### config.mk
export PLATFORM = sky130hd
export DESIGN_NAME = square_wave_tone_channel_flat
export DESIGN_NICKNAME = d
export VERILOG_FILES = /design/src/hdl/swtc_pkg.sv /design/src/hdl/swtc_ifs.sv /design/src/hdl/square_wave_tone_channel.sv /design/src/flat_wrapper.sv
export SDC_FILE = /design/constraint.sdc
export NUM_CORES = 1
export LEC_CHECK = 0
export ABC_AREA = 1
export BUFFER_PORTS_ARGS = -buffer_cell sky130_fd_sc_hd__buf_4
export CORE_UTILIZATION = 50
export DETAILED_ROUTE_END_ITERATION = 8
export GPL_TIMING_DRIVEN = 0
export PLACE_DENSITY = 0.68
export SKIP_LAST_GASP = 1
export SLEW_MARGIN = 30
export SYNTH_ARGS = -nofsm -noshare
export SYNTH_HDL_FRONTEND = slang
export SYNTH_SLANG_ARGS = --single-unit
### constraint.sdc
create_clock -name clk -period 5.35 [get_ports clk]
set_input_delay 0.2675 -clock clk [delete_from_list [all_inputs] [get_ports clk]]
set_output_delay 0.2675 -clock clk [all_outputs]
set_load 0.1 [all_outputs]
### src/hdl/swtc_pkg.sv
// ----------------------------------------------------------------------------
// swtc_pkg: shared types and tables of the square wave tone channel
// Event codes, register numbers, the length and duty tables and the
// period limits used by the level gate.
// ----------------------------------------------------------------------------
package swtc_pkg;

	typedef enum logic [2:0] {
		MODE_REG_WRITE = 3'd0,
		MODE_ENABLE    = 3'd1,
		MODE_TIMER     = 3'd2,
		MODE_QUARTER   = 3'd3,
		MODE_HALF      = 3'd4
	} mode_t;

	typedef enum logic [1:0] {
		REG_CTRL      = 2'd0,
		REG_SWEEP     = 2'd1,
		REG_PERIOD_LO = 2'd2,
		REG_PERIOD_HI = 2'd3
	} reg_index_t;

	// Level is muted unless PERIOD_MUTE_LOW < period <= PERIOD_MAX
	localparam logic [15:0] PERIOD_MUTE_LOW = 16'd8;
	localparam logic [15:0] PERIOD_MAX      = 16'h07FF;
	localparam logic [3:0]  DECAY_FULL      = 4'd15;

	function automatic logic [7:0] length_lookup(input logic [4:0] idx);
		logic [7:0] len;
		case (idx)
			5'd0:  len = 8'd10;
			5'd1:  len = 8'd254;
			5'd2:  len = 8'd20;
			5'd3:  len = 8'd2;
			5'd4:  len = 8'd40;
			5'd5:  len = 8'd4;
			5'd6:  len = 8'd80;
			5'd7:  len = 8'd6;
			5'd8:  len = 8'd160;
			5'd9:  len = 8'd8;
			5'd10: len = 8'd60;
			5'd11: len = 8'd10;
			5'd12: len = 8'd14;
			5'd13: len = 8'd12;
			5'd14: len = 8'd26;
			5'd15: len = 8'd14;
			5'd16: len = 8'd12;
			5'd17: len = 8'd16;
			5'd18: len = 8'd24;
			5'd19: len = 8'd18;
			5'd20: len = 8'd48;
			5'd21: len = 8'd20;
			5'd22: len = 8'd96;
			5'd23: len = 8'd22;
			5'd24: len = 8'd192;
			5'd25: len = 8'd24;
			5'd26: len = 8'd72;
			5'd27: len = 8'd26;
			5'd28: len = 8'd16;
			5'd29: len = 8'd28;
			5'd30: len = 8'd32;
			5'd31: len = 8'd30;
			default: len = 8'd0;
		endcase
		return len;
	endfunction

	function automatic logic [7:0] duty_lookup(input logic [1:0] sel);
		logic [7:0] pat;
		case (sel)
			2'd0: pat = 8'b0100_0000;
			2'd1: pat = 8'b0110_0000;
			2'd2: pat = 8'b0111_1000;
			2'd3: pat = 8'b1001_1111;
			default: pat = 8'b0100_0000;
		endcase
		return pat;
	endfunction

endpackage

### src/hdl/swtc_ifs.sv
// ----------------------------------------------------------------------------
// swtc_ifs: item channels of the square wave tone channel
// Event channel (mode, register index, data byte) and sample channel
// (level, active), each a valid/ready handshake.
// ----------------------------------------------------------------------------
interface swtc_event_if;
	logic       valid;
	logic       ready;
	logic [2:0] mode;
	logic [1:0] reg_index;
	logic [7:0] data_byte;

	modport source (output valid, output mode, output reg_index, output data_byte,
		input ready);
	modport sink (input valid, input mode, input reg_index, input data_byte,
		output ready);
endinterface

interface swtc_sample_if;
	logic       valid;
	logic       ready;
	logic [3:0] level;
	logic       active;

	modport source (output valid, output level, output active, input ready);
	modport sink (input valid, input level, input active, output ready);
endinterface

### src/hdl/square_wave_tone_channel.sv
// ----------------------------------------------------------------------------
// square_wave_tone_channel: pulse tone generator with envelope and sweep
// Duty pattern, period timer, length counter, envelope and sweep unit,
// driven by one event item at a time; reports level and active per item.
// ----------------------------------------------------------------------------
// Every accepted event item (register write, enable write, timer tick,
// quarter-frame tick, half-frame tick or unused mode) produces exactly one
// sample item carrying the 4-bit level and the active flag as they stand
// after that event. The block takes one item per clock while the sample
// channel keeps up: an item is captured in the input register, applied to
// the channel state in a single combinational pass once the output register
// is free or being drained, and the resulting sample lands in the output
// register. The input register and the output register decouple the two
// channels: new events keep flowing while a sample waits, and only when
// both registers are full and the sample is not taken does the event
// channel stall. The single pass (one 16-bit shift, one 17-bit compare,
// one 16-bit subtract, a few counters) sets the clock limit. negate_extra
// (cfg_we/cfg_wdata) selects ones' (1) or two's (0) complement negation of
// the downward sweep step; write it only while no event is in flight.
module square_wave_tone_channel (
	input  logic                 clk,
	input  logic                 arst_n,
	input  logic                 cfg_we,
	input  logic                 cfg_wdata,
	swtc_event_if.sink           events,
	swtc_sample_if.source        samples
);
	import swtc_pkg::*;

	// Input stage
	logic       in_valid_s1;
	logic [2:0] mode_s1;
	logic [1:0] reg_index_s1;
	logic [7:0] data_byte_s1;

	// Output stage
	logic       out_valid_q;
	logic [3:0] out_level_q;
	logic       out_active_q;

	logic negate_extra_q;

	// Channel state
	logic [1:0]  duty_select_q,     duty_select_d;
	logic        halt_or_loop_q,    halt_or_loop_d;
	logic        constant_volume_q, constant_volume_d;
	logic [3:0]  volume_q,          volume_d;
	logic        sweep_on_q,        sweep_on_d;
	logic [2:0]  sweep_period_q,    sweep_period_d;
	logic        sweep_down_q,      sweep_down_d;
	logic [2:0]  sweep_shift_q,     sweep_shift_d;
	logic [15:0] period_value_q,    period_value_d;
	logic [15:0] period_counter_q,  period_counter_d;
	logic [7:0]  duty_pattern_q,    duty_pattern_d;
	logic [7:0]  length_q,          length_d;
	logic        env_start_q,       env_start_d;
	logic [4:0]  env_divider_q,     env_divider_d;
	logic [3:0]  decay_q,           decay_d;
	logic        sweep_reload_q,    sweep_reload_d;
	logic [3:0]  sweep_divider_q,   sweep_divider_d;

	logic        advance;
	logic [15:0] sweep_change;
	logic [16:0] sweep_change_neg;
	logic [15:0] sweep_period_new;
	logic [3:0]  level_d;

	// Apply the held item when the output register is free or being drained
	assign advance      = in_valid_s1 && (!out_valid_q || samples.ready);
	assign events.ready = !in_valid_s1 || advance;

	assign samples.valid  = out_valid_q;
	assign samples.level  = out_level_q;
	assign samples.active = out_active_q;

	// Sweep target, computed from the current period
	always_comb begin
		sweep_change     = period_value_q >> sweep_shift_q;
		sweep_change_neg = {1'b0, sweep_change} + {16'd0, negate_extra_q};
		if (sweep_down_q) begin
			if (sweep_change_neg > {1'b0, period_value_q}) begin
				sweep_period_new = 16'd0;
			end else begin
				sweep_period_new = period_value_q - sweep_change_neg[15:0];
			end
		end else begin
			sweep_period_new = period_value_q + sweep_change;
		end
	end

	// Next channel state for the held item
	always_comb begin
		duty_select_d     = duty_select_q;
		halt_or_loop_d    = halt_or_loop_q;
		constant_volume_d = constant_volume_q;
		volume_d          = volume_q;
		sweep_on_d        = sweep_on_q;
		sweep_period_d    = sweep_period_q;
		sweep_down_d      = sweep_down_q;
		sweep_shift_d     = sweep_shift_q;
		period_value_d    = period_value_q;
		period_counter_d  = period_counter_q;
		duty_pattern_d    = duty_pattern_q;
		length_d          = length_q;
		env_start_d       = env_start_q;
		env_divider_d     = env_divider_q;
		decay_d           = decay_q;
		sweep_reload_d    = sweep_reload_q;
		sweep_divider_d   = sweep_divider_q;

		case (mode_s1)
			MODE_REG_WRITE: begin
				case (reg_index_s1)
					REG_CTRL: begin
						duty_select_d     = data_byte_s1[7:6];
						halt_or_loop_d    = data_byte_s1[5];
						constant_volume_d = data_byte_s1[4];
						volume_d          = data_byte_s1[3:0];
					end
					REG_SWEEP: begin
						sweep_on_d     = data_byte_s1[7];
						sweep_period_d = data_byte_s1[6:4];
						sweep_down_d   = data_byte_s1[3];
						sweep_shift_d  = data_byte_s1[2:0];
						sweep_reload_d = 1'b1;
					end
					REG_PERIOD_LO: begin
						period_value_d = {period_value_q[15:8], data_byte_s1};
					end
					REG_PERIOD_HI: begin
						// Upper bits above the 11-bit period are dropped
						period_value_d = {5'd0, data_byte_s1[2:0], period_value_q[7:0]};
						length_d       = length_lookup(data_byte_s1[7:3]);
						env_start_d    = 1'b1;
						duty_pattern_d = duty_lookup(duty_select_q);
					end
					default: begin
					end
				endcase
			end
			MODE_ENABLE: begin
				if (!data_byte_s1[0]) begin
					length_d = 8'd0;
				end
			end
			MODE_TIMER: begin
				// Freeze the timer and pattern while the length counter is empty
				if (length_q != 8'd0) begin
					if (period_counter_q != 16'd0) begin
						period_counter_d = period_counter_q - 16'd1;
					end else begin
						period_counter_d = period_value_q + 16'd1;
						duty_pattern_d   = {duty_pattern_q[6:0], duty_pattern_q[7]};
					end
				end
			end
			MODE_QUARTER: begin
				if (env_start_q) begin
					env_start_d   = 1'b0;
					decay_d       = DECAY_FULL;
					env_divider_d = {1'b0, volume_q} + 5'd1;
				end else if (env_divider_q != 5'd0) begin
					env_divider_d = env_divider_q - 5'd1;
				end else begin
					env_divider_d = {1'b0, volume_q} + 5'd1;
					if (decay_q != 4'd0) begin
						decay_d = decay_q - 4'd1;
					end else if (halt_or_loop_q) begin
						decay_d = DECAY_FULL;
					end
				end
			end
			MODE_HALF: begin
				if (length_q != 8'd0 && !halt_or_loop_q) begin
					length_d = length_q - 8'd1;
				end
				// Sweep unit only moves when enabled with a nonzero shift
				if (sweep_on_q && sweep_shift_q != 3'd0) begin
					period_value_d = sweep_period_new;
					if (sweep_divider_q == 4'd0) begin
						period_counter_d = sweep_period_new;
					end
					if (sweep_divider_q == 4'd0 || sweep_reload_q) begin
						sweep_divider_d = {1'b0, sweep_period_q} + 4'd1;
						sweep_reload_d  = 1'b0;
					end else begin
						sweep_divider_d = sweep_divider_q - 4'd1;
					end
				end
			end
			default: begin
			end
		endcase
	end

	// Level after the item: gate by length, period range and pattern top bit
	always_comb begin
		level_d = 4'd0;
		if (length_d != 8'd0 && period_value_d > PERIOD_MUTE_LOW &&
				period_value_d <= PERIOD_MAX && duty_pattern_d[7]) begin
			level_d = constant_volume_d ? volume_d : decay_d;
		end
	end

	// Input register
	always_ff @(posedge clk or negedge arst_n) begin
		if (!arst_n) begin
			in_valid_s1 <= 1'b0;
		end else if (events.ready) begin
			in_valid_s1 <= events.valid;
		end
	end

	always_ff @(posedge clk) begin
		if (events.ready && events.valid) begin
			mode_s1      <= events.mode;
			reg_index_s1 <= events.reg_index;
			data_byte_s1 <= events.data_byte;
		end
	end

	// Output register: hold until taken, load on advance
	always_ff @(posedge clk or negedge arst_n) begin
		if (!arst_n) begin
			out_valid_q <= 1'b0;
		end else if (advance) begin
			out_valid_q <= 1'b1;
		end else if (samples.ready) begin
			out_valid_q <= 1'b0;
		end
	end

	always_ff @(posedge clk) begin
		if (advance) begin
			out_level_q  <= level_d;
			out_active_q <= (length_d != 8'd0);
		end
	end

	// Configuration register
	always_ff @(posedge clk or negedge arst_n) begin
		if (!arst_n) begin
			negate_extra_q <= 1'b0;
		end else if (cfg_we) begin
			negate_extra_q <= cfg_wdata;
		end
	end

	// Channel state: commit only when the item advances
	always_ff @(posedge clk or negedge arst_n) begin
		if (!arst_n) begin
			duty_select_q     <= 2'd0;
			halt_or_loop_q    <= 1'b0;
			constant_volume_q <= 1'b0;
			volume_q          <= 4'd0;
			sweep_on_q        <= 1'b0;
			sweep_period_q    <= 3'd0;
			sweep_down_q      <= 1'b0;
			sweep_shift_q     <= 3'd0;
			period_value_q    <= 16'd0;
			period_counter_q  <= 16'd0;
			duty_pattern_q    <= 8'd0;
			length_q          <= 8'd0;
			env_start_q       <= 1'b0;
			env_divider_q     <= 5'd0;
			decay_q           <= 4'd0;
			sweep_reload_q    <= 1'b0;
			sweep_divider_q   <= 4'd0;
		end else if (advance) begin
			duty_select_q     <= duty_select_d;
			halt_or_loop_q    <= halt_or_loop_d;
			constant_volume_q <= constant_volume_d;
			volume_q          <= volume_d;
			sweep_on_q        <= sweep_on_d;
			sweep_period_q    <= sweep_period_d;
			sweep_down_q      <= sweep_down_d;
			sweep_shift_q     <= sweep_shift_d;
			period_value_q    <= period_value_d;
			period_counter_q  <= period_counter_d;
			duty_pattern_q    <= duty_pattern_d;
			length_q          <= length_d;
			env_start_q       <= env_start_d;
			env_divider_q     <= env_divider_d;
			decay_q           <= decay_d;
			sweep_reload_q    <= sweep_reload_d;
			sweep_divider_q   <= sweep_divider_d;
		end
	end

	// The waiting sample always matches the committed length counter
	a_active_tracks_length: assert property (@(posedge clk) disable iff (!arst_n)
		out_valid_q |-> (out_active_q == (length_q != 8'd0)))
		else $error("sample active flag disagrees with length counter");

	// A nonzero level needs a running length counter
	a_level_needs_active: assert property (@(posedge clk) disable iff (!arst_n)
		(out_valid_q && out_level_q != 4'd0) |-> out_active_q)
		else $error("nonzero level while channel inactive");

	// Envelope divider never exceeds the largest reload value
	a_env_divider_range: assert property (@(posedge clk) disable iff (!arst_n)
		env_divider_q <= 5'd16)
		else $error("envelope divider out of range");

	// A stalled item stays in the input register
	a_hold_stalled_item: assert property (@(posedge clk) disable iff (!arst_n)
		(in_valid_s1 && !advance) |=> in_valid_s1)
		else $error("stalled item dropped from input register");

endmodule

### src/flat_wrapper.sv
// flat-port wrapper written by rule: the top's interface ports become plain ports
module square_wave_tone_channel_flat import swtc_pkg::*;
  (clk, arst_n, cfg_we, cfg_wdata, events_valid, events_mode, events_reg_index, events_data_byte, events_ready, samples_valid, samples_level, samples_active, samples_ready);
  swtc_event_if events_i ();
  swtc_sample_if samples_i ();
  input  logic clk;
  input  logic arst_n;
  input  logic cfg_we;
  input  logic cfg_wdata;
  input wire logic [$bits(events_i.valid)-1:0] events_valid;
  input wire logic [$bits(events_i.mode)-1:0] events_mode;
  input wire logic [$bits(events_i.reg_index)-1:0] events_reg_index;
  input wire logic [$bits(events_i.data_byte)-1:0] events_data_byte;
  output wire logic [$bits(events_i.ready)-1:0] events_ready;
  output wire logic [$bits(samples_i.valid)-1:0] samples_valid;
  output wire logic [$bits(samples_i.level)-1:0] samples_level;
  output wire logic [$bits(samples_i.active)-1:0] samples_active;
  input wire logic [$bits(samples_i.ready)-1:0] samples_ready;
  assign events_i.valid = events_valid;
  assign events_i.mode = events_mode;
  assign events_i.reg_index = events_reg_index;
  assign events_i.data_byte = events_data_byte;
  assign events_ready = events_i.ready;
  assign samples_valid = samples_i.valid;
  assign samples_level = samples_i.level;
  assign samples_active = samples_i.active;
  assign samples_i.ready = samples_ready;
  square_wave_tone_channel u_core (.clk(clk), .arst_n(arst_n), .cfg_we(cfg_we), .cfg_wdata(cfg_wdata), .events(events_i), .samples(samples_i));
endmodule
==> run metrics, run 1 <==
Slew Limit Fails=0; Routed Antenna Nets=0; Max Root-Sink Buffers=2; Die H=139 um; # fillers=approximately 1800; Tmin final=5090 ps; crit path DAT=roughly 5200 ps; required time worst endpoint=about 5500 ps; VDD IR max=approximately 0.00032 V; initial cell density of the core=about half; Max Clock Skew=~12 ps; Die Area=approximately 0.019 sq mm; fin crit share=95.1%; most used cell, CP=nand2_1; Place WS=about 11 ps; final WL=30200 um; Ports=26; end-of-flow core utilization=roughly 57%; vias per cell=between 5 and 6; Critical Path Slowest Stage Cell=dfrtp_1; Mapped Cells=~1400; Setup TNS=0 ps; average wire per standard cell=between 15 and 20 um; pwr/cell area=slightly below 700 mW/mm^2; Top Usage Layer GRT=met2; Leak Pwr=just under 5 nW; RePlAce Congestion=1.05; antenna violations before repair=0; TritonCTS Buffers=9; overall routing resource usage=31.6%; drc violations=0; H-tree depth=3; CP Launch Type=register; M1 GR Usage=40.8%; first-pass GRT wire length=47500 um; die span in x=~140 um; Max-cap violations=0; FFs w/ async S/R, synth=76.6%; total gr overflow=0; via count=between 9000 and 10000; nets=between 1500 and 2000; CTS tree=built; CORE AREA=about 0.018 sq mm; Post-DP HPWL=around 23000 um; Synth top area share=between 20% and 30%; Post-synth top flop=dfrtp_1; WP buf/inv=2; clk root buf=clkbuf_16; M3 GR Usage=5.64%; PortBufs=25; DRT iter0 DRCs=between 800 and 900; Worst Hold Class=input pin to register; final hold vios=0; crit-path leading delay family=simple AND/OR/NAND/NOR gates; Least-Margin Pin Slew=823 ps; largest net degree at the start of global routing=just over 80; Synth Net Count=around 1500; crit end category=register; Clock Latency Late Sink=~370 ps; CP Max Fanout=10; Area growth syn-to-layout=9.53%; critical path class=register to register; final setup vio count=0; Yosys reg bits=107; Yosys top cell by area=dfrtp_1; share of layout cells above drive strength 1=8.21%; RSZ-0062 raised after global routing=false; number of global-route vias before repair=8862; CTS Sinks=roughly 110; fmax=approximately 200 MHz; Ys Warns=0; iteration count of the initial detailed-routing pass=7; Netlist cell types=57; Reg clk slew, reported paths=approximately 90 ps; synth top area cells=dfrtp_1 22%, nand2_1 15%, ha_1 8.9%; Post-synth EDFFs=18; FP Rows=49; Slew HR=a little under half; post-route setup slack=between 200 and 300 ps; GRT met2 Usage=between 50% and 60%; # diodes=0; post-synthesis sequential area ratio=28.9%; syn_area_per_cell=approximately 6.8 sq um; status=finished clean; Cell Area, Synth=0.00944 sq mm; Max stage delay on crit path=650 ps
[Yosys cell counts (all sizes together), types with 2 or more instances]
library cell and instances:
a211oi 5, a21boi 2, a21o 7, a21oi 66
a221oi 4, a22oi 4, a311oi 4, a31oi 8
a32o 2, and3 3, buf 18, clkbuf 24
clkinv 2, dfrtp 82, dfxtp 7, edfxtp 18
fa 2, ha 67, inv 168, mux2 2
nand2 387, nand3 104, nand3b 2, nand4 11
nor2 118, nor3 13, nor4 4, o211ai 20
o21a 8, o21ai 149, o221ai 2, o22ai 18
o31ai 2, or2 5, xnor2 11, xor2 39
[sequential cells by signal (all words and copies together), names as in the netlist, 2 cells and up, named ones only]
signal / count
u_core.mode_s1: 3
u_core.duty_pattern_q: 8
u_core.period_value_q: 16
u_core.data_byte_s1: 8
u_core.samples.level: 4
u_core.period_counter_q: 16
u_core.sweep_period_q: 3
u_core.length_q: 8
u_core.env_divider_q: 5
u_core.volume_q: 4
u_core.reg_index_s1: 2
u_core.decay_q: 4
u_core.sweep_shift_q: 3
u_core.duty_select_q: 2
u_core.sweep_divider_q: 4
[report_power, final]
part	switching, mW	internal, mW	total (mW)
logic	3.27	1.67	4.94
clock network	0.350	0.329	0.679
registers	0.339	1.11	1.45
total	3.96	3.11	7.07
[metrics by stage]
| stage | hold slack, ps | instances | instance area, sq um | power, mW |
|---|---|---|---|---|
| finish | 74.7 | 1667 | 10300 | 7.07 |
| global route | 62.4 | 1667 | 10300 | 7.67 |
| CTS | 65.1 | 1665 | 10200 | 6.78 |
| detailed placement | 390 | 1648 | 9920 | 6.07 |
| global placement | 446 | 1648 | 9920 | 6.04 |
| floorplan | -28.1 | 1394 | 9440 | 4.77 |
[final cells by class]
type | instances | area, sq um | area share [%]
clock buffers | 9 | 225 | 2.18
clock inverters | 7 | 72.6 | 0.702
multi-input cells | 1075 | 5950 | 57.5
inverters | 170 | 641 | 6.19
plain buffers | 42 | 214 | 2.07
well taps | 229 | 287 | 2.77
flip-flops and latches | 107 | 2740 | 26.4
repair buffers | 28 | 216 | 2.09
[kinds of logic after synthesis]
kind of cell	Yosys count	synth area share (%)
AND/OR/NAND/NOR	647	28.9
AO/OA/AOI/OAI	307	19.0
buffers and inverters	212	9.05
flip-flops	107	28.9
adder cells (fa/ha/maj)	69	9.30
XOR/XNOR	50	4.64
multiplexers	2	0.239
[cell usage in the layout, fill, tap and decap left out, types with 4 or more instances in the layout]
master     synthesis  final
xnor2_1           11     11
o22ai_1           18     17
inv_2              6      6
nand4_1           11     11
a21oi_1           65     64
nand2_1          377    375
clkbuf_16          0      9
o21ai_1            8      6
nor2_2             6      8
a31oi_1            8      7
a221oi_1           4      4
dfxtp_1            7      7
inv_1            161    161
nand2_2           10     11
nor4_1             4      4
dfrtp_1           82     80
nor3_2             3      4
nand3_1          101    101
o211ai_1          20     20
a211oi_1           5      5
nor2_1           110    107
xor2_1            39     39
buf_2              9      9
clkbuf_1          24     24
edfxtp_1          18     18
o21a_1             8      8
ha_1              67     65
a21o_1             7      7
a22oi_1            4      4
buf_4              2     28
o21ai_0          139    137
buf_6              5      6
a311oi_1           4      4
nor3_1            10      9
or2_2              5      5
[path summary, 6_finish.rpt]
kind / start / endpoint / slack [ps] / depth (start not counted)
setup / recovery: u_core.period_value_q[7]$_DFFE_PN0P_ / u_core.samples.level[0]$_SDFFCE_PN0P_ / 260 / 33
hold / removal: events_data_byte[0] / u_core.data_byte_s1[0]$_DFFE_PP_ / 70 / 1
setup reg to reg: u_core.period_value_q[7]$_DFFE_PN0P_ / u_core.samples.level[0]$_SDFFCE_PN0P_ / 260 / 33
hold reg to reg: u_core.constant_volume_q$_DFFE_PN0P_ / u_core.constant_volume_q$_DFFE_PN0P_ / 490 / 2
max in group asynchronous: arst_n / u_core.period_value_q[1]$_DFFE_PN0P_ / 4220 / 2
min in group asynchronous: arst_n / u_core.period_value_q[14]$_DFFE_PN0P_ / 530 / 2
[metal layers]
metal  vias to the layer above  wire, um  part of all wire [%]
met5                         -         0                     0
met4                         0      1350                   4.5
met3                        79      2310                   7.7
met2                       358     13800                    46
met1                      4463     12700                    42
li1                       4706         -                     -
[repair_timing]
item,4_1_cts,5_1_grt
hold buffers,1,0
hold endpoints to repair,4,0
pin swaps,0,3
gates resized for setup,3,22
endpoints found under the setup margin,1,8
buffers inserted,0,2
(Power assumes the default switching activity.)
==> run 2: changes to the inputs <==
--- a/config.mk
+++ b/config.mk
@@ -7,6 +7,7 @@
 export LEC_CHECK = 0
 export ABC_AREA = 1
 export BUFFER_PORTS_ARGS = -buffer_cell sky130_fd_sc_hd__buf_4
+export CORE_ASPECT_RATIO = 1.5
 export CORE_UTILIZATION = 50
 export DETAILED_ROUTE_END_ITERATION = 8
 export GPL_TIMING_DRIVEN = 0
==> run metrics, run 2 (same netlist as run 1, synthesis figures left out) <==
status=finished, violations left; failing checks=hold timing; VDD IR max=0.000338 V (+6.3%); average wire per standard cell=17.9 um (-1.3%); CTS Sinks=107 (unchanged); crit end category=register; Die Area=0.0194 sq mm (about the same); crit path DAT=5150 ps (-60 ps); # diodes=0 (unchanged); Least-Margin Pin Slew=839 ps (+15.8 ps); Worst Hold Class=input pin to asynchronous set/reset pin; first-pass GRT wire length=47700 um (+0.46%); Place WS=-166 ps (-177 ps); Setup TNS=0 ps (unchanged); Reg clk slew, reported paths=80 ps (about the same); Post-CTS Hold Fix Bufs=0 (-1); commonest non-fill, non-tap cell in the layout=nand2_1; drc violations=0 (unchanged); total power=7.00 mW (-1.0%); number of global-route vias before repair=9366 (+5.7%); Clock Latency Late Sink=350 ps (-20 ps); # fillers=1851 (+0.82%); DRT iter0 DRCs=786 (-2.8%); Max-cap violations=0 (unchanged); antenna violations before repair=0 (unchanged); CTS tree=built; initial cell density of the core=50.9% (-0.94 points); most used cell, CP=nand2_1; Tmin final=5060 ps (-31.8 ps); CORE AREA=0.0185 sq mm (+1.9%); RSZ-0062 raised after global routing=false; Ports=26 (unchanged); top flop regs=u_core.period_counter_q (16), u_core.period_value_q (16); Max Clock Skew=13.1 ps (+1.50 ps); Max Root-Sink Buffers=2 (unchanged); RePlAce Congestion=1.04 (-0.55%); H-tree depth=3 (unchanged); fmax=198 MHz (+0.63%); Routed Antenna Nets=0 (unchanged); required time worst endpoint=5450 ps (-20 ps); final setup vio count=0 (unchanged); vias per cell=5.68 (-1.4%); Area after DPL=0.00995 sq mm (+0.29%); most frequent cells in the layout=375 x nand2_1, 161 x inv_1, 137 x o21ai_0; Slew Limit Fails=0 (unchanged); Final Cell Area=0.0103 sq mm (about the same); Critical Path Slowest Stage Cell=dfrtp_1; Slew HR=44.1% (-1.1 points); R2R depth=31 (-6.1%); Area growth syn-to-layout=9.44% (about the same); post-route setup slack=294 ps (+31.8 ps); largest net degree at the start of global routing=83 (unchanged); die span in x=114 um (-18%); PortBufs=25 (unchanged); total gr overflow=0 (unchanged); Worst Setup SP=u_core.period_value_q[4]$_DFFE_PN0P_; critical path class=register to register; FP Rows=61 (+24%); share of layout cells above drive strength 1=8.36% (+0.15 points); overall routing resource usage=32.1% (+0.51 points); via count=9591 (-0.16%); pwr/cell area=677 mW/mm^2 (-0.95%); CP Max Fanout=10 (unchanged); fin crit share=94.5% (-0.59 points); CP Launch Type=register; final WL=30100 um (about the same); Hold WS=-58.0 ps (-133 ps); Max stage delay on crit path=620 ps (-30 ps); Die H=170 um (+22%); iteration count of the initial detailed-routing pass=7 (unchanged); Post-DP HPWL=23900 um (+2.0%); clk root buf=clkbuf_16; nets=1519 (-0.13%); Crit Reg-Reg Startpoint=u_core.period_value_q[4]$_DFFE_PN0P_; Leak Pwr=4.93 nW (-0.26%); final hold vios=38 (+38); TritonCTS Buffers=9 (unchanged)
==> run 2: cell types whose count changed in the layout (fill, tap and decap cells not counted), moves of 2 or more <==
cell,change
clkinv_8,-2
xor2_1,-2
inv_8,+2
dfrtp_1,-3
xor2_2,+2
clkinv_4,-2
dfrtp_2,+3
==> run 2: layout make-up <==
class	count	area [sq um]	share of cell area, %
Sequential cell	107	2740	26.5
Inverter	170	641	6.20
Buffer	42	214	2.07
Clock inverter	7	56.3	0.545
Multi-Input combinational cell	1075	5940	57.5
Tap cell	252	315	3.05
Clock buffer	9	225	2.18
Timing Repair Buffer	26	199	1.93
==> run 2: report_power, final <==
part | internal, mW | total (mW) | switching (mW)
Combinational | 1.63 | 4.88 | 3.24
Clock | 0.326 | 0.662 | 0.336
Sequential | 1.11 | 1.46 | 0.347
Total | 3.07 | 7.00 | 3.93
==> run 2: worst max-delay path: cells and delay by family (launching register included) <==
kind / cells / cell delay [ps]
and+or+nand+nor: 22 / 2210
DFF: 1 / 620
AOI/OAI and AO/OA: 3 / 530
buffers and inverters: 2 / 230
adders and majority gates: 3 / 880
xor gates and xnor gates: 1 / 300
==> run 2: metal layers <==
layer,share of wire [%],track usage [%]
met1,38,35.5
met3,4.8,3.13
met5,0,0
met2,50,56.6
met4,7.8,23.9
==> run 2: timing repair <==
| action | in CTS | in global routing |
|---|---|---|
| resized for setup | 11 | 13 |
| setup buffers | 0 | 1 |
| pin swaps | 0 | 2 |
| setup endpoints to repair | 4 | 4 |
==> run 2: stage by stage <==
step | util, % | cells | hold WS, ps
6_report | 55.7 | 1688 | -58.0
4_1_cts | 55.3 | 1687 | 0.440
3_3_place_gp | 53.6 | 1671 | 445
3_5_place_dp | 53.6 | 1671 | 378
2_1_floorplan | - | 1394 | -28.1
5_1_grt | 55.7 | 1688 | 23.7
==> run 2: worst paths after layout <==
| check | to | slack, ps |
|---|---|---|
| setup / recovery | u_core.samples.level[2]$_SDFFCE_PN0P_ | 290 |
| hold / removal | u_core.duty_pattern_q[3]$_DFFE_PN0P_ | -60 |
| setup reg to reg | u_core.samples.level[2]$_SDFFCE_PN0P_ | 290 |
| hold reg to reg | u_core.constant_volume_q$_DFFE_PN0P_ | 490 |
| max in group asynchronous | u_core.period_value_q[2]$_DFFE_PN0P_ | 4780 |
| min in group clk | u_core.mode_s1[1]$_DFFE_PP_ | 80 |
==> run 3: changes to the inputs <==
--- a/config.mk
+++ b/config.mk
@@ -8,10 +8,10 @@
 export ABC_AREA = 1
 export BUFFER_PORTS_ARGS = -buffer_cell sky130_fd_sc_hd__buf_4
 export CORE_ASPECT_RATIO = 1.5
-export CORE_UTILIZATION = 50
+export CORE_UTILIZATION = 37
 export DETAILED_ROUTE_END_ITERATION = 8
 export GPL_TIMING_DRIVEN = 0
-export PLACE_DENSITY = 0.68
+export PLACE_DENSITY = 0.54
 export SKIP_LAST_GASP = 1
 export SLEW_MARGIN = 30
 export SYNTH_ARGS = -nofsm -noshare
==> run metrics, run 3 (same netlist as run 1, synthesis figures left out) <==
status=finished clean; critical path class=register to register; GRT met2 Usage=48.2% (-8.4 points); number of global-route vias before repair=9493 (+1.4%); CORE AREA=0.0251 sq mm (+35%); total power=7.31 mW (+4.5%); antenna violations before repair=0 (unchanged); initial cell density of the core=37.7% (-13 points); iteration count of the initial detailed-routing pass=5 (-2); M3 GR Usage=2.10% (-1.0 points); Multi-input gate area=0.00599 sq mm (+0.72%); Die Area=0.0262 sq mm (+35%); Max Root-Sink Buffers=2 (unchanged); final hold vios=0 (-100%); Die H=198 um (+16%); most used cell, CP=nand2_1; drc violations=0 (unchanged); crit path DAT=5230 ps (+80 ps); clk root buf=clkbuf_16; PortBufs=25 (unchanged); TritonCTS Buffers=9 (unchanged); via count=9478 (-1.2%); Crit Reg-Reg Startpoint=u_core.sweep_shift_q[1]$_DFFE_PN0P_; Max stage delay on crit path=390 ps (-230 ps); Reg clk slew, reported paths=70 ps (about the same); largest net degree at the start of global routing=83 (unchanged); Least-Margin Pin Slew=834 ps (-5.41 ps); RePlAce Congestion=0.966 (-7.1%); fmax=196 MHz (-1.1%); # fillers=2733 (+48%); first-pass GRT wire length=51300 um (+7.5%); total gr overflow=0 (unchanged); overall routing resource usage=25.9% (-6.2 points); M1 GR Usage=27.5% (-8.0 points); final setup vio count=0 (unchanged); DRT iter0 DRCs=563 (-28%); required time worst endpoint=5460 ps (about the same); final WL=32700 um (+8.6%); share of layout cells above drive strength 1=8.69% (+0.33 points); CP Launch Type=register; storage element area=0.00274 sq mm (about the same); Critical Path Slowest Stage Cell=ha_1; Leak Pwr=4.97 nW (+0.87%); top flop regs=u_core.period_counter_q (16), u_core.period_value_q (16); Slew Limit Fails=0 (unchanged); Worst Setup SP=u_core.sweep_shift_q[1]$_DFFE_PN0P_; CTS tree=built; Slew HR=44.4% (+0.36 points); Max Clock Skew=13.7 ps (+0.589 ps); pwr/cell area=693 mW/mm^2 (+2.3%); CTS Sinks=107 (unchanged); Post-DP HPWL=26200 um (+9.7%); crit end category=register; nets=1522 (+0.20%); most frequent cells in the layout=372 x nand2_1, 161 x inv_1, 137 x o21ai_0; FP Rows=71 (+16%); critical path endpoint=u_core.samples.level[0]$_SDFFCE_PN0P_; average wire per standard cell=18.5 um (+3.7%); CP Max Fanout=10 (unchanged); VDD IR max=0.000383 V (+13%); Worst Hold Class=input pin to register; Top Usage Layer GRT=met2; Setup TNS=0 ps (unchanged); H-tree depth=3 (unchanged); reg2reg setup slack=240 ps (-60 ps); commonest non-fill, non-tap cell in the layout=nand2_1; Routed Antenna Nets=0 (unchanged); fin crit share=95.6% (+1.1 points); worst reg2reg path endpoint=u_core.samples.level[0]$_SDFFCE_PN0P_; Clock Latency Late Sink=370 ps (+20 ps); Area growth syn-to-layout=11.8%; Ports=26 (unchanged); Tmin final=5110 ps (+56.4 ps); die span in x=132 um (+16%); Max-cap violations=0 (unchanged); vias per cell=5.36 (-5.6%); R2R depth=32 (+3.2%)
## run 3: cell count changes in the layout (fill, tap and decap cells not counted), moves of 3 or more
cell	before	now
nand2_1	375	372
o21ai_2	4	1
nor2_2	7	10
o21ai_4	2	5
nor2_1	108	105
## run 3: worst min-delay path by stage
stage / endpoint / from / slack [ps] / depth (start not counted)
finish: u_core.mode_s1[0]$_DFFE_PP_ / events_mode[0] / 80 / 1
global route: u_core.mode_s1[1]$_DFFE_PP_ / events_mode[1] / 70 / 1
CTS: u_core.mode_s1[1]$_DFFE_PP_ / events_mode[1] / 70 / 1
detailed placement: u_core.negate_extra_q$_DFFE_PN0P_ / arst_n / 380 / 1
global placement: u_core.data_byte_s1[0]$_DFFE_PP_ / events_data_byte[0] / 450 / 1
floorplan: u_core.constant_volume_q$_DFFE_PN0P_ / arst_n / -30 / 0
## run 3: power by group
part / leakage, nW / internal (mW) / switching, mW
Combinational: 3.55 / 1.69 / 3.40
Clock: 0.168 / 0.450 / 0.309
Sequential: 1.26 / 1.11 / 0.348
Total: 4.97 / 3.25 / 4.06
## run 3: critical path, delay by kind of cell (launching register included)
family / cells / cell delay (ps)
DFF: 1 / 380
AOI/OAI and AO/OA: 3 / 620
and+or+nand+nor: 20 / 2040
buffers and inverters: 5 / 670
xor gates and xnor gates: 1 / 340
adders and majority gates: 3 / 800
## run 3: per-layer routing
| metal | vias to the layer above | part of all wire (%) |
|---|---|---|
| met5 | - | 0 |
| met2 | 244 | 52 |
| met4 | 0 | 6.6 |
| met3 | 96 | 3.4 |
| met1 | 4423 | 38 |
| li1 | 4715 | - |
## run 3: area by class of cell
| class | count | area share (%) |
|---|---|---|
| Clock inverter | 4 | 0.664 |
| Tap cell | 328 | 3.89 |
| Antenna cell | 1 | 0.0237 |
| Inverter | 170 | 6.07 |
| Sequential cell | 107 | 25.9 |
| Multi-Input combinational cell | 1075 | 56.7 |
| Buffer | 42 | 2.03 |
| Timing Repair Buffer | 29 | 2.12 |
| Clock buffer | 12 | 2.54 |
## run 3: through the flow
step                hold slack (ps)  area (sq um)  cells  worst slack (ps)  utilization [%]
detailed placement              382         10000   1747              -143             40.1
floorplan                     -28.1          9440   1394              1250                -
finish                         76.7         10600   1768               238             42.1
global placement                446         10000   1747              -143             40.1
global route                   73.6         10600   1767             -67.2             42.1
CTS                            70.5         10400   1764              37.4             41.5
## run 3: what timing repair did
item,CTS,global route
endpoints found under the hold margin,1,0
resized for setup,8,25
setup endpoints to repair,4,8
pin swaps,0,4
buffers inserted,0,3
hold buffers,1,0
gates cloned,0,0
